<file path="config.mk">
export PLATFORM = sky130hd
export DESIGN_NAME = rgb_to_hsv_pixel_flat
export DESIGN_NICKNAME = d
export VERILOG_FILES = /design/src/hdl/r2h_pkg.sv /design/src/hdl/r2h_ifs.sv /design/src/hdl/rgb_to_hsv_pixel.sv /design/src/flat_wrapper.sv
export SDC_FILE = /design/constraint.sdc
export NUM_CORES = 1
export LEC_CHECK = 0
export ABC_AREA = 1
export BUFFER_PORTS_ARGS = -buffer_cell sky130_fd_sc_hd__buf_2
export CORE_ASPECT_RATIO = 0.6
export CORE_UTILIZATION = 54
export DETAILED_ROUTE_END_ITERATION = 16
export PLACE_DENSITY = 0.7
export SLEW_MARGIN = 25
export SYNTH_ARGS = -nofsm -noshare
export SYNTH_HDL_FRONTEND = slang
export SYNTH_SLANG_ARGS = --single-unit
</file>
<file path="constraint.sdc">
create_clock -name clk -period 12.51 [get_ports clk]
set_input_delay 2.502 -clock clk [delete_from_list [all_inputs] [get_ports clk]]
set_output_delay 2.502 -clock clk [all_outputs]
set_load 0.01 [all_outputs]
</file>
<file path="src/hdl/r2h_pkg.sv">
// Shared constants and types for the RGB to HSV pixel converter.
`timescale 1ns / 1ps

package r2h_pkg;

  localparam int CHAN_W = 8;                  // width of one color channel
  localparam int HUE_W  = 9;                  // hue in degrees, 0..359
  localparam int HUE_QW = 9;                  // hue quotient bits (hue < 512)
  localparam int SAT_QW = 8;                  // saturation quotient bits
  localparam int HUE_NW = 17;                 // hue dividend, at most 360*255
  localparam int SAT_NW = 16;                 // saturation dividend, 255*C
  localparam int DIF_W  = 9;                  // signed channel difference
  localparam int PRD_W  = 19;                 // signed numerator before wrap
  localparam int DIV_STAGES = HUE_QW;         // one quotient bit per stage

  localparam int DEG_RED   = 0;
  localparam int DEG_GREEN = 120;
  localparam int DEG_BLUE  = 240;
  localparam int DEG_WRAP  = 360;
  localparam int DEG_SLOPE = 60;

  // Which channel holds the maximum; ties resolve red, then green.
  typedef enum logic [1:0] {
    SEC_RED,
    SEC_GREEN,
    SEC_BLUE
  } sec_t;

  // State carried through the bit-per-stage divider pipeline.
  typedef struct packed {
    logic [HUE_NW-1:0] hrem;
    logic [HUE_QW-1:0] hq;
    logic [CHAN_W-1:0] hdiv;   // chroma
    logic [SAT_NW-1:0] srem;
    logic [SAT_QW-1:0] sq;
    logic [CHAN_W-1:0] sdiv;   // channel max, also the value output
    logic              nz;     // chroma is nonzero
  } div_st_t;

endpackage

</file>
<file path="src/hdl/r2h_ifs.sv">
// Valid/ready channel interfaces for RGB requests and HSV results.
`timescale 1ns / 1ps

interface r2h_rgb_if;
  logic                          valid;
  logic                          ready;
  logic [r2h_pkg::CHAN_W-1:0]    red_in;
  logic [r2h_pkg::CHAN_W-1:0]    green_in;
  logic [r2h_pkg::CHAN_W-1:0]    blue_in;

  modport source (output valid, red_in, green_in, blue_in, input ready);
  modport sink   (input valid, red_in, green_in, blue_in, output ready);
endinterface

interface r2h_hsv_if;
  logic                          valid;
  logic                          ready;
  logic [r2h_pkg::HUE_W-1:0]     hue_deg;
  logic [r2h_pkg::CHAN_W-1:0]    sat_scaled;
  logic [r2h_pkg::CHAN_W-1:0]    value_out;

  modport source (output valid, hue_deg, sat_scaled, value_out, input ready);
  modport sink   (input valid, hue_deg, sat_scaled, value_out, output ready);
endinterface

</file>
<file path="src/hdl/rgb_to_hsv_pixel.sv">
// Pipelined RGB to HSV pixel converter, one pixel per clock while hsv takes results.
//
//  channel | dir | payload                               | handshake
//  --------+-----+---------------------------------------+-------------
//  pix     | in  | red_in, green_in, blue_in (8b each)   | valid/ready
//  hsv     | out | hue_deg (9b), sat_scaled, value_out   | valid/ready
//
// Throughput: one request per clock, sustained while hsv keeps ready high.
// Stages from an accepted request to its result showing on hsv:
//   1 stage finds max/min and the hue sector, 1 stage forms chroma and both
//   dividends, then 9 stages of restoring division (one hue quotient bit each,
//   the 8 saturation bits ride along in the first 8 of them).
// Reset clears only the stage valid bits; data registers are not reset.
// Stalls: each stage holds when it is full and the stage after it cannot
//   take its data, so bubbles close up and pix.ready stays high while any
//   stage ahead has room, even with a finished result waiting on hsv.
`timescale 1ns / 1ps

module rgb_to_hsv_pixel (
  input  logic            clk,
  input  logic            rst,
  r2h_rgb_if.sink         pix,
  r2h_hsv_if.source       hsv
);

  localparam int D = r2h_pkg::DIV_STAGES;

  // ---------------------------------------------------------------------
  // Stage A: channel max/min and hue sector
  // ---------------------------------------------------------------------
  logic                                   a_v;
  r2h_pkg::sec_t                          a_sec;
  logic        [r2h_pkg::CHAN_W-1:0]      a_mx;
  logic        [r2h_pkg::CHAN_W-1:0]      a_mn;
  logic signed [r2h_pkg::DIF_W-1:0]       a_dif;

  r2h_pkg::sec_t                          a_sec_next;
  logic        [r2h_pkg::CHAN_W-1:0]      a_mx_next;
  logic        [r2h_pkg::CHAN_W-1:0]      a_mn_next;
  logic signed [r2h_pkg::DIF_W-1:0]       a_dif_next;
  logic                                   a_en;

  // Stage valid bits, data and advance enables through the divider.
  logic                 v  [0:D];
  r2h_pkg::div_st_t     st [0:D];
  logic                 en [0:D];

  always_comb begin
    logic [r2h_pkg::CHAN_W-1:0] r, g, b;
    r = pix.red_in;
    g = pix.green_in;
    b = pix.blue_in;
    // ties go to red, then green
    if (r >= g && r >= b) begin
      a_sec_next = r2h_pkg::SEC_RED;
      a_mx_next  = r;
      a_dif_next = $signed({1'b0, g}) - $signed({1'b0, b});
    end else if (g >= b) begin
      a_sec_next = r2h_pkg::SEC_GREEN;
      a_mx_next  = g;
      a_dif_next = $signed({1'b0, b}) - $signed({1'b0, r});
    end else begin
      a_sec_next = r2h_pkg::SEC_BLUE;
      a_mx_next  = b;
      a_dif_next = $signed({1'b0, r}) - $signed({1'b0, g});
    end
    a_mn_next = r;
    if (g < a_mn_next) a_mn_next = g;
    if (b < a_mn_next) a_mn_next = b;
  end

  assign a_en      = !a_v || en[0];
  assign pix.ready = a_en;

  always_ff @(posedge clk) begin
    if (rst) begin
      a_v <= 1'b0;
    end else if (a_en) begin
      a_v <= pix.valid;
    end
    if (a_en) begin
      a_sec <= a_sec_next;
      a_mx  <= a_mx_next;
      a_mn  <= a_mn_next;
      a_dif <= a_dif_next;
    end
  end

  // ---------------------------------------------------------------------
  // Stage B: chroma, hue dividend and saturation dividend
  // ---------------------------------------------------------------------
  r2h_pkg::div_st_t b_next;

  always_comb begin
    logic        [r2h_pkg::CHAN_W-1:0] c;
    logic        [r2h_pkg::PRD_W-1:0]  base;
    logic signed [r2h_pkg::PRD_W-1:0]  slope;
    logic signed [r2h_pkg::PRD_W-1:0]  hnum;
    c     = a_mx - a_mn;
    slope = r2h_pkg::PRD_W'(a_dif) * r2h_pkg::PRD_W'(r2h_pkg::DEG_SLOPE);
    case (a_sec)
      r2h_pkg::SEC_RED: begin
        // negative red sector wraps by a full turn
        base = a_dif[r2h_pkg::DIF_W-1]
             ? r2h_pkg::PRD_W'(c) * r2h_pkg::PRD_W'(r2h_pkg::DEG_WRAP)
             : r2h_pkg::PRD_W'(r2h_pkg::DEG_RED);
      end
      r2h_pkg::SEC_GREEN: base = r2h_pkg::PRD_W'(c) * r2h_pkg::PRD_W'(r2h_pkg::DEG_GREEN);
      r2h_pkg::SEC_BLUE:  base = r2h_pkg::PRD_W'(c) * r2h_pkg::PRD_W'(r2h_pkg::DEG_BLUE);
      default:            base = '0;
    endcase
    hnum = $signed(base) + slope;

    b_next.hrem = hnum[r2h_pkg::HUE_NW-1:0];
    b_next.hq   = '0;
    b_next.hdiv = c;
    b_next.srem = {c, {r2h_pkg::CHAN_W{1'b0}}} - r2h_pkg::SAT_NW'(c);  // 255*C
    b_next.sq   = '0;
    b_next.sdiv = a_mx;
    b_next.nz   = (c != '0);
  end

  always_ff @(posedge clk) begin
    if (rst) begin
      v[0] <= 1'b0;
    end else if (en[0]) begin
      v[0] <= a_v;
    end
    if (en[0]) begin
      st[0] <= b_next;
    end
  end

  // ---------------------------------------------------------------------
  // Divider: a restoring step per stage on hue; first 8 also on the sat quotient
  // ---------------------------------------------------------------------
  assign en[D] = !v[D] || hsv.ready;

  genvar k;
  generate
    for (k = 0; k < D; k++) begin : g_div
      localparam int HB = r2h_pkg::HUE_QW - 1 - k;
      r2h_pkg::div_st_t step;
      logic [r2h_pkg::HUE_NW-1:0] hsh;

      assign en[k] = !v[k] || en[k+1];
      assign hsh   = r2h_pkg::HUE_NW'(st[k].hdiv) << HB;

      if (k < r2h_pkg::SAT_QW) begin : g_sat
        localparam int SB = r2h_pkg::SAT_QW - 1 - k;
        logic [r2h_pkg::SAT_NW-1:0] ssh;
        assign ssh = r2h_pkg::SAT_NW'(st[k].sdiv) << SB;

        always_comb begin
          step = st[k];
          if (st[k].hrem >= hsh) begin
            step.hrem   = st[k].hrem - hsh;
            step.hq[HB] = 1'b1;
          end
          if (st[k].srem >= ssh) begin
            step.srem   = st[k].srem - ssh;
            step.sq[SB] = 1'b1;
          end
        end
      end else begin : g_hue_only
        always_comb begin
          step = st[k];
          if (st[k].hrem >= hsh) begin
            step.hrem   = st[k].hrem - hsh;
            step.hq[HB] = 1'b1;
          end
        end
      end

      always_ff @(posedge clk) begin
        if (rst) begin
          v[k+1] <= 1'b0;
        end else if (en[k+1]) begin
          v[k+1] <= v[k];
        end
        if (en[k+1]) begin
          st[k+1] <= step;
        end
      end
    end
  endgenerate

  // ---------------------------------------------------------------------
  // Result: gray pixels (zero chroma) report zero hue and saturation
  // ---------------------------------------------------------------------
  assign hsv.valid      = v[D];
  assign hsv.hue_deg    = st[D].nz ? st[D].hq : '0;
  assign hsv.sat_scaled = st[D].nz ? st[D].sq : '0;
  assign hsv.value_out  = st[D].sdiv;

  // ---------------------------------------------------------------------
  // Assertions
  // ---------------------------------------------------------------------
  a_hue_range: assert property (@(posedge clk) disable iff (rst)
    hsv.valid |-> hsv.hue_deg < r2h_pkg::HUE_W'(r2h_pkg::DEG_WRAP))
    else $error("hue out of range");

  a_black: assert property (@(posedge clk) disable iff (rst)
    hsv.valid && hsv.value_out == '0 |-> hsv.hue_deg == '0 && hsv.sat_scaled == '0)
    else $error("black pixel with nonzero hue or saturation");

  a_chroma_le_max: assert property (@(posedge clk) disable iff (rst)
    v[0] |-> st[0].hdiv <= st[0].sdiv)
    else $error("chroma exceeds channel max");

  a_stall_hold: assert property (@(posedge clk) disable iff (rst)
    v[D] && !hsv.ready |=> v[D] && $stable(st[D].hq) && $stable(st[D].sq))
    else $error("stalled result changed in last stage");

endmodule

</file>
<file path="src/flat_wrapper.sv">
// flat-port wrapper written by rule: the top's interface ports become plain ports
module rgb_to_hsv_pixel_flat 
  (clk, rst, pix_valid, pix_red_in, pix_green_in, pix_blue_in, pix_ready, hsv_valid, hsv_hue_deg, hsv_sat_scaled, hsv_value_out, hsv_ready);
  r2h_rgb_if pix_i ();
  r2h_hsv_if hsv_i ();
  input  logic clk;
  input  logic rst;
  input wire logic [$bits(pix_i.valid)-1:0] pix_valid;
  input wire logic [$bits(pix_i.red_in)-1:0] pix_red_in;
  input wire logic [$bits(pix_i.green_in)-1:0] pix_green_in;
  input wire logic [$bits(pix_i.blue_in)-1:0] pix_blue_in;
  output wire logic [$bits(pix_i.ready)-1:0] pix_ready;
  output wire logic [$bits(hsv_i.valid)-1:0] hsv_valid;
  output wire logic [$bits(hsv_i.hue_deg)-1:0] hsv_hue_deg;
  output wire logic [$bits(hsv_i.sat_scaled)-1:0] hsv_sat_scaled;
  output wire logic [$bits(hsv_i.value_out)-1:0] hsv_value_out;
  input wire logic [$bits(hsv_i.ready)-1:0] hsv_ready;
  assign pix_i.valid = pix_valid;
  assign pix_i.red_in = pix_red_in;
  assign pix_i.green_in = pix_green_in;
  assign pix_i.blue_in = pix_blue_in;
  assign pix_ready = pix_i.ready;
  assign hsv_valid = hsv_i.valid;
  assign hsv_hue_deg = hsv_i.hue_deg;
  assign hsv_sat_scaled = hsv_i.sat_scaled;
  assign hsv_value_out = hsv_i.value_out;
  assign hsv_i.ready = hsv_ready;
  rgb_to_hsv_pixel u_core (.clk(clk), .rst(rst), .pix(pix_i), .hsv(hsv_i));
endmodule
</file>
=== After elaboration in Yosys (flattened, before gate mapping) ===
Memory sizes are Yosys's and may differ from the RTL's.
Cells that the tools add are included.

* Register bits after elaboration: 28
* Bits in writable memories: 680
* Input bits: 28
* Output and inout port bits: 27
* Logic and storage cells: 188
* Memories kept: 2

{| class="wikitable"
|+ Memory list
! memory !! depth !! width !! rd ports !! clocked after memory_dff !! write ports !! line !! source
|-
| u_core.st || 10 || 67 || 10 || 0 || 10 || rgb_to_hsv_pixel.sv:45 || <nowiki>r2h_pkg::div_st_t st [0:D];</nowiki>
|-
| u_core.v || 10 || 1 || 10 || 0 || 10 || rgb_to_hsv_pixel.sv:44 || <nowiki>logic v [0:D];</nowiki>
|}

* $add $sub $neg: 23
* Multiply operators: 4
* Magnitude comparators: 22
* Eq/ne operators: 2
* Mux-type cells: 95
* Bitwise gates (word level): 10
* Reduce and logical (&&, ||, !) cells: 25

{| class="wikitable"
|+ Operators with widths
! cell !! count
|-
| $mux W17 || 10
|-
| $mux W16 || 7
|-
| $mux W1 || 67
|-
| $pmux W17 S3 || 1
|-
| $mux W8 || 5
|-
| $sub A16 B8 Y16 || 2
|-
| $mux W9 || 3
|-
| $sub A8 B8 Y9 || 3
|-
| $ge A8 B8 Y1 || 3
|-
| $mul A8 B4 Y12 const B || 2
|-
| $mux W18 || 1
|-
| $add A17 B17 Y17 || 1
|-
| $ge A17 B10 Y1 || 1
|-
| $ge A17 B11 Y1 || 1
|-
| $ge A17 B12 Y1 || 1
|-
| $ge A17 B13 Y1 || 1
|-
| $ge A17 B14 Y1 || 1
|-
| $ge A17 B15 Y1 || 1
|-
| $ge A17 B16 Y1 || 1
|-
| $ge A17 B8 Y1 || 1
|-
| $ge A17 B9 Y1 || 1
|-
| $sub A17 B10 Y17 || 1
|-
| $sub A17 B11 Y17 || 1
|-
| $sub A17 B12 Y17 || 1
|-
| other kinds (34) || 64
|}

=== Longest topological paths before layout ===
An unclocked memory read counts as a cell.

* Word-level depth: 16
* Mapped depth: 36
* Mapped depth without buffers: 36

=== Least setup slack after synthesis ===
Ideal clock, no wire load.

* Path type: input-to-output
* From: input hsv_ready
* To: output pix_ready
* Arrival: 6.921 ns
* Path slack: 3.087 ns
* Stages: 12
* Path buffers: 0
* Cell sequence: nor2_2 > inv_2 > nor2_4 > nand2_2 > nor2_4 > nand2_2 > nor2_4 > nand2_2 > nor2_4 > nand2_2 > nor2_4 > nand2_2

{| class="wikitable"
|+ RTL lines
! element !! line !! source
|-
| start: declaration || flat_wrapper.sv:17 || <nowiki>input wire logic [$bits(hsv_i.ready)-1:0] hsv_ready;</nowiki>
|-
| end: declaration || flat_wrapper.sv:12 || <nowiki>output wire logic [$bits(pix_i.ready)-1:0] pix_ready;</nowiki>
|}

==> flow_summary.toml <==
[floorplan]
die_y_um = 189.4
dieArea_mm2 = 0.05953
fp.dieW_um = 314.3
core_mm2 = 0.05769
start_util = 0.5479
io_pins = 55
row_count = 68

[grt]
grt_usage = 0.2461
grt_pass1_wl_um = 114400
grt-ovfl-total = 0
grt_pass1_vias = 20850
met1_usage = 0.4049
grt_max_degree = 63
met3_usage = 0.06320
gr-usage-met2 = 0.3224
antenna_found_initial = 0
busiest_layer = "met1"

[synthesis]
syn_nets = 3447
ys_ff_latch = 545
syn_area_mm2 = 0.03161
synth-main-ff-cell = "edfxtp_1"
synthArstFlopShare = 0
synth.distinct_cells = 59
ys_seq_area_frac = 0.5175
synth-edff-count = 544
syn_area_per_cell_um2 = 10.16
synth_cells = 3112
synth-warning-count = 0

[worst_setup_path]
critPathMaxStageDelay_ps = 620
critPathLaunchType = "input pin"
cp_cell_sequence = "buf_2, nor2_2, inv_2, nor2_4, nand2_2, nor2_4, nand2_2, buf_4, nor2_4, nand2_2, buf_4, nor2_4, nand2_2, buf_4, nor2_4, nand2_2, buf_4, buf_2"
cp_data_arrival_time_ps = 6300
critical_path_class = "in -> out"
critPathCaptureType = "primary output"
critPathSlowestCell = "buf_4"
cp.required_ps = 10010
crit_fanout = 59

[route]
remaining_drc_errors = 0
routedWlPerCell_um = 18.02
num_vias = 21810
firstDrtPassIters = 6
ant_nets = 0
drt_wl_total_um = 72010
avgViaCountPerCell = 5.456
drtIter0Drc = 2198

[cells_and_area]
final_cell_mix = "edfxtp_1 (544), inv_1 (530), nand2_1 (525)"
layout_commonest_cell = "edfxtp_1"
synthToLayoutAreaGrowth_pct = 8.642
multi_input_area_mm2 = 0.01300
layout-drive-gt1-share = 0.07158
antenna_cells = 0
final_cell_area_mm2 = 0.03434
final_net_count = 3524
fill_cells = 4743
seq_area_mm2 = 0.01636

[cts]
cts_max_path_buffers = 3
cts_setup_buffers = 0
clock_sinks = 545
cts_resized = 0
cts-hold-fix-buffers = 0
cts_made_buffers = 50
cts_tree = "built"
htree_levels = 2
clkLatencyLatePin_ps = 590
path_clk_slew_ps = 70
cts_root_buf = "clkbuf_16"

[sta]
max_freq_ghz = 0.1136
finalHoldViolCount = 0
setup_ws_ps = 3711
worstMarginPinSlew_ps = 993.0
finalMaxSlewViolations = 0
fin_skew_ps = 17.66
finalCritPeriodShare = 0.7034
fin_setup_tns_ps = 0
relSlewSlack = 0.3340
period_needed_ps = 8799
setup_viol_count_final = 0
grt_setup_unrepaired = "false"

[placed_design]
dpl_worst_slack_ps = 3671
io_buffers = 54
hpwlAfterDp_um = 56020
gp_congestion = 0.9516
placed_area_mm2 = 0.03270

[run_status]
status = "finished clean"

[run]
drv_cap = 0

[worst_hold_path]
hp-class = "reg -> reg"
==> path summary, 6_finish.rpt <==
kind | depth (start not counted) | end | startpoint | slack, ps
setup / recovery | 18 | pix_ready | hsv_ready | 3710
setup reg to reg | 29 | u_core.st[0][65] | u_core.a_mx[0] | 5790
hold / removal | 0 | u_core.st[6][48] | u_core.st[5][48] | 410
hold reg to reg | 0 | u_core.st[6][48] | u_core.st[5][48] | 410
==> final cells by class <==
cell class | instances | area share
Sequential cell | 545 | 0.4763
Multi-Input combinational cell | 1985 | 0.3787
Inverter | 545 | 0.05980
Clock buffer | 58 | 0.03731
Tap cell | 770 | 0.02806
Clock inverter | 32 | 0.01020
Timing Repair Buffer | 62 | 0.009620
==> cells in the mapped netlist (2+ instances only) <==
cell	instances	share of area
xor2_1	114	0.032
nor2_1	209	0.025
o211ai_1	8	0.0019
xor2_4	2	0.0017
nor2_2	5	0.00099
a211oi_1	8	0.0019
o21ai_0	125	0.020
inv_1	534	0.063
a21oi_1	210	0.033
fa_1	51	0.032
a211o_1	2	0.00055
or2_0	2	0.00040
or2_2	24	0.0048
buf_4	13	0.0031
nand3_1	117	0.019
nand2_4	3	0.0011
nand4_1	24	0.0048
o21bai_2	3	0.0011
nand2_1	525	0.062
nand3_2	4	0.0013
edfxtp_1	544	0.52
clkbuf_2	2	0.00032
o221ai_1	15	0.0042
buf_2	16	0.0025
a21boi_0	4	0.00095
o21ai_2	7	0.0019
o311ai_0	3	0.00083
nor4_1	18	0.0036
o21ai_1	49	0.0078
a21o_1	12	0.0029
a21oi_2	3	0.00083
a31oi_1	7	0.0014
o31ai_1	4	0.00095
o21a_1	10	0.0024
o21bai_1	15	0.0036
nand3b_1	4	0.00095
nor3_1	41	0.0065
inv_2	9	0.0011
clkbuf_1	5	0.00059
xnor2_1	63	0.017
nor2_4	6	0.0021
o2111ai_1	6	0.0017
ha_1	256	0.10
nand2_2	15	0.0030
==> routing by layer <==
metal  part of all wire  vias up
li1                   -    10690
met1               0.53    10380
met2               0.38      679
met3              0.088       61
met4              0.012        0
met5                  0        -
==> through the flow <==
stage | hold WS [ps] | util | instances
6_report | 407.0 | 0.5952 | 3997
5_1_grt | 404.7 | 0.5952 | 3997
4_1_cts | 404.9 | 0.5951 | 3997
3_5_place_dp | 404.5 | 0.5668 | 3907
3_3_place_gp | 402.5 | 0.5666 | 3907
2_1_floorplan | 400.3 | - | 3112
==> worst max-delay path: cells and delay by family <==
family	cells	cell delay, ps
buffers and inverters	7	2890
and+or+nand+nor	11	820
==> state kept, by name (all words and copies together), names as in the netlist <==
signal	flops
u_core.a_mx	8
u_core.a_dif	9
u_core.st	507
u_core.a_mn	8
u_core.a_v	1
u_core.v	10
u_core.a_sec	2
==> cells by family after synthesis <==
| group | synth area share |
|---|---|
| simple gates | 0.1357 |
| xor+xnor | 0.05131 |
| flops | 0.5175 |
| fa+ha+maj | 0.1337 |
| compound gates | 0.09018 |
| buf+inv | 0.07165 |
Power is not shown: default switching activity piles up to over one toggle a cycle in this logic, so the estimate is an artifact.
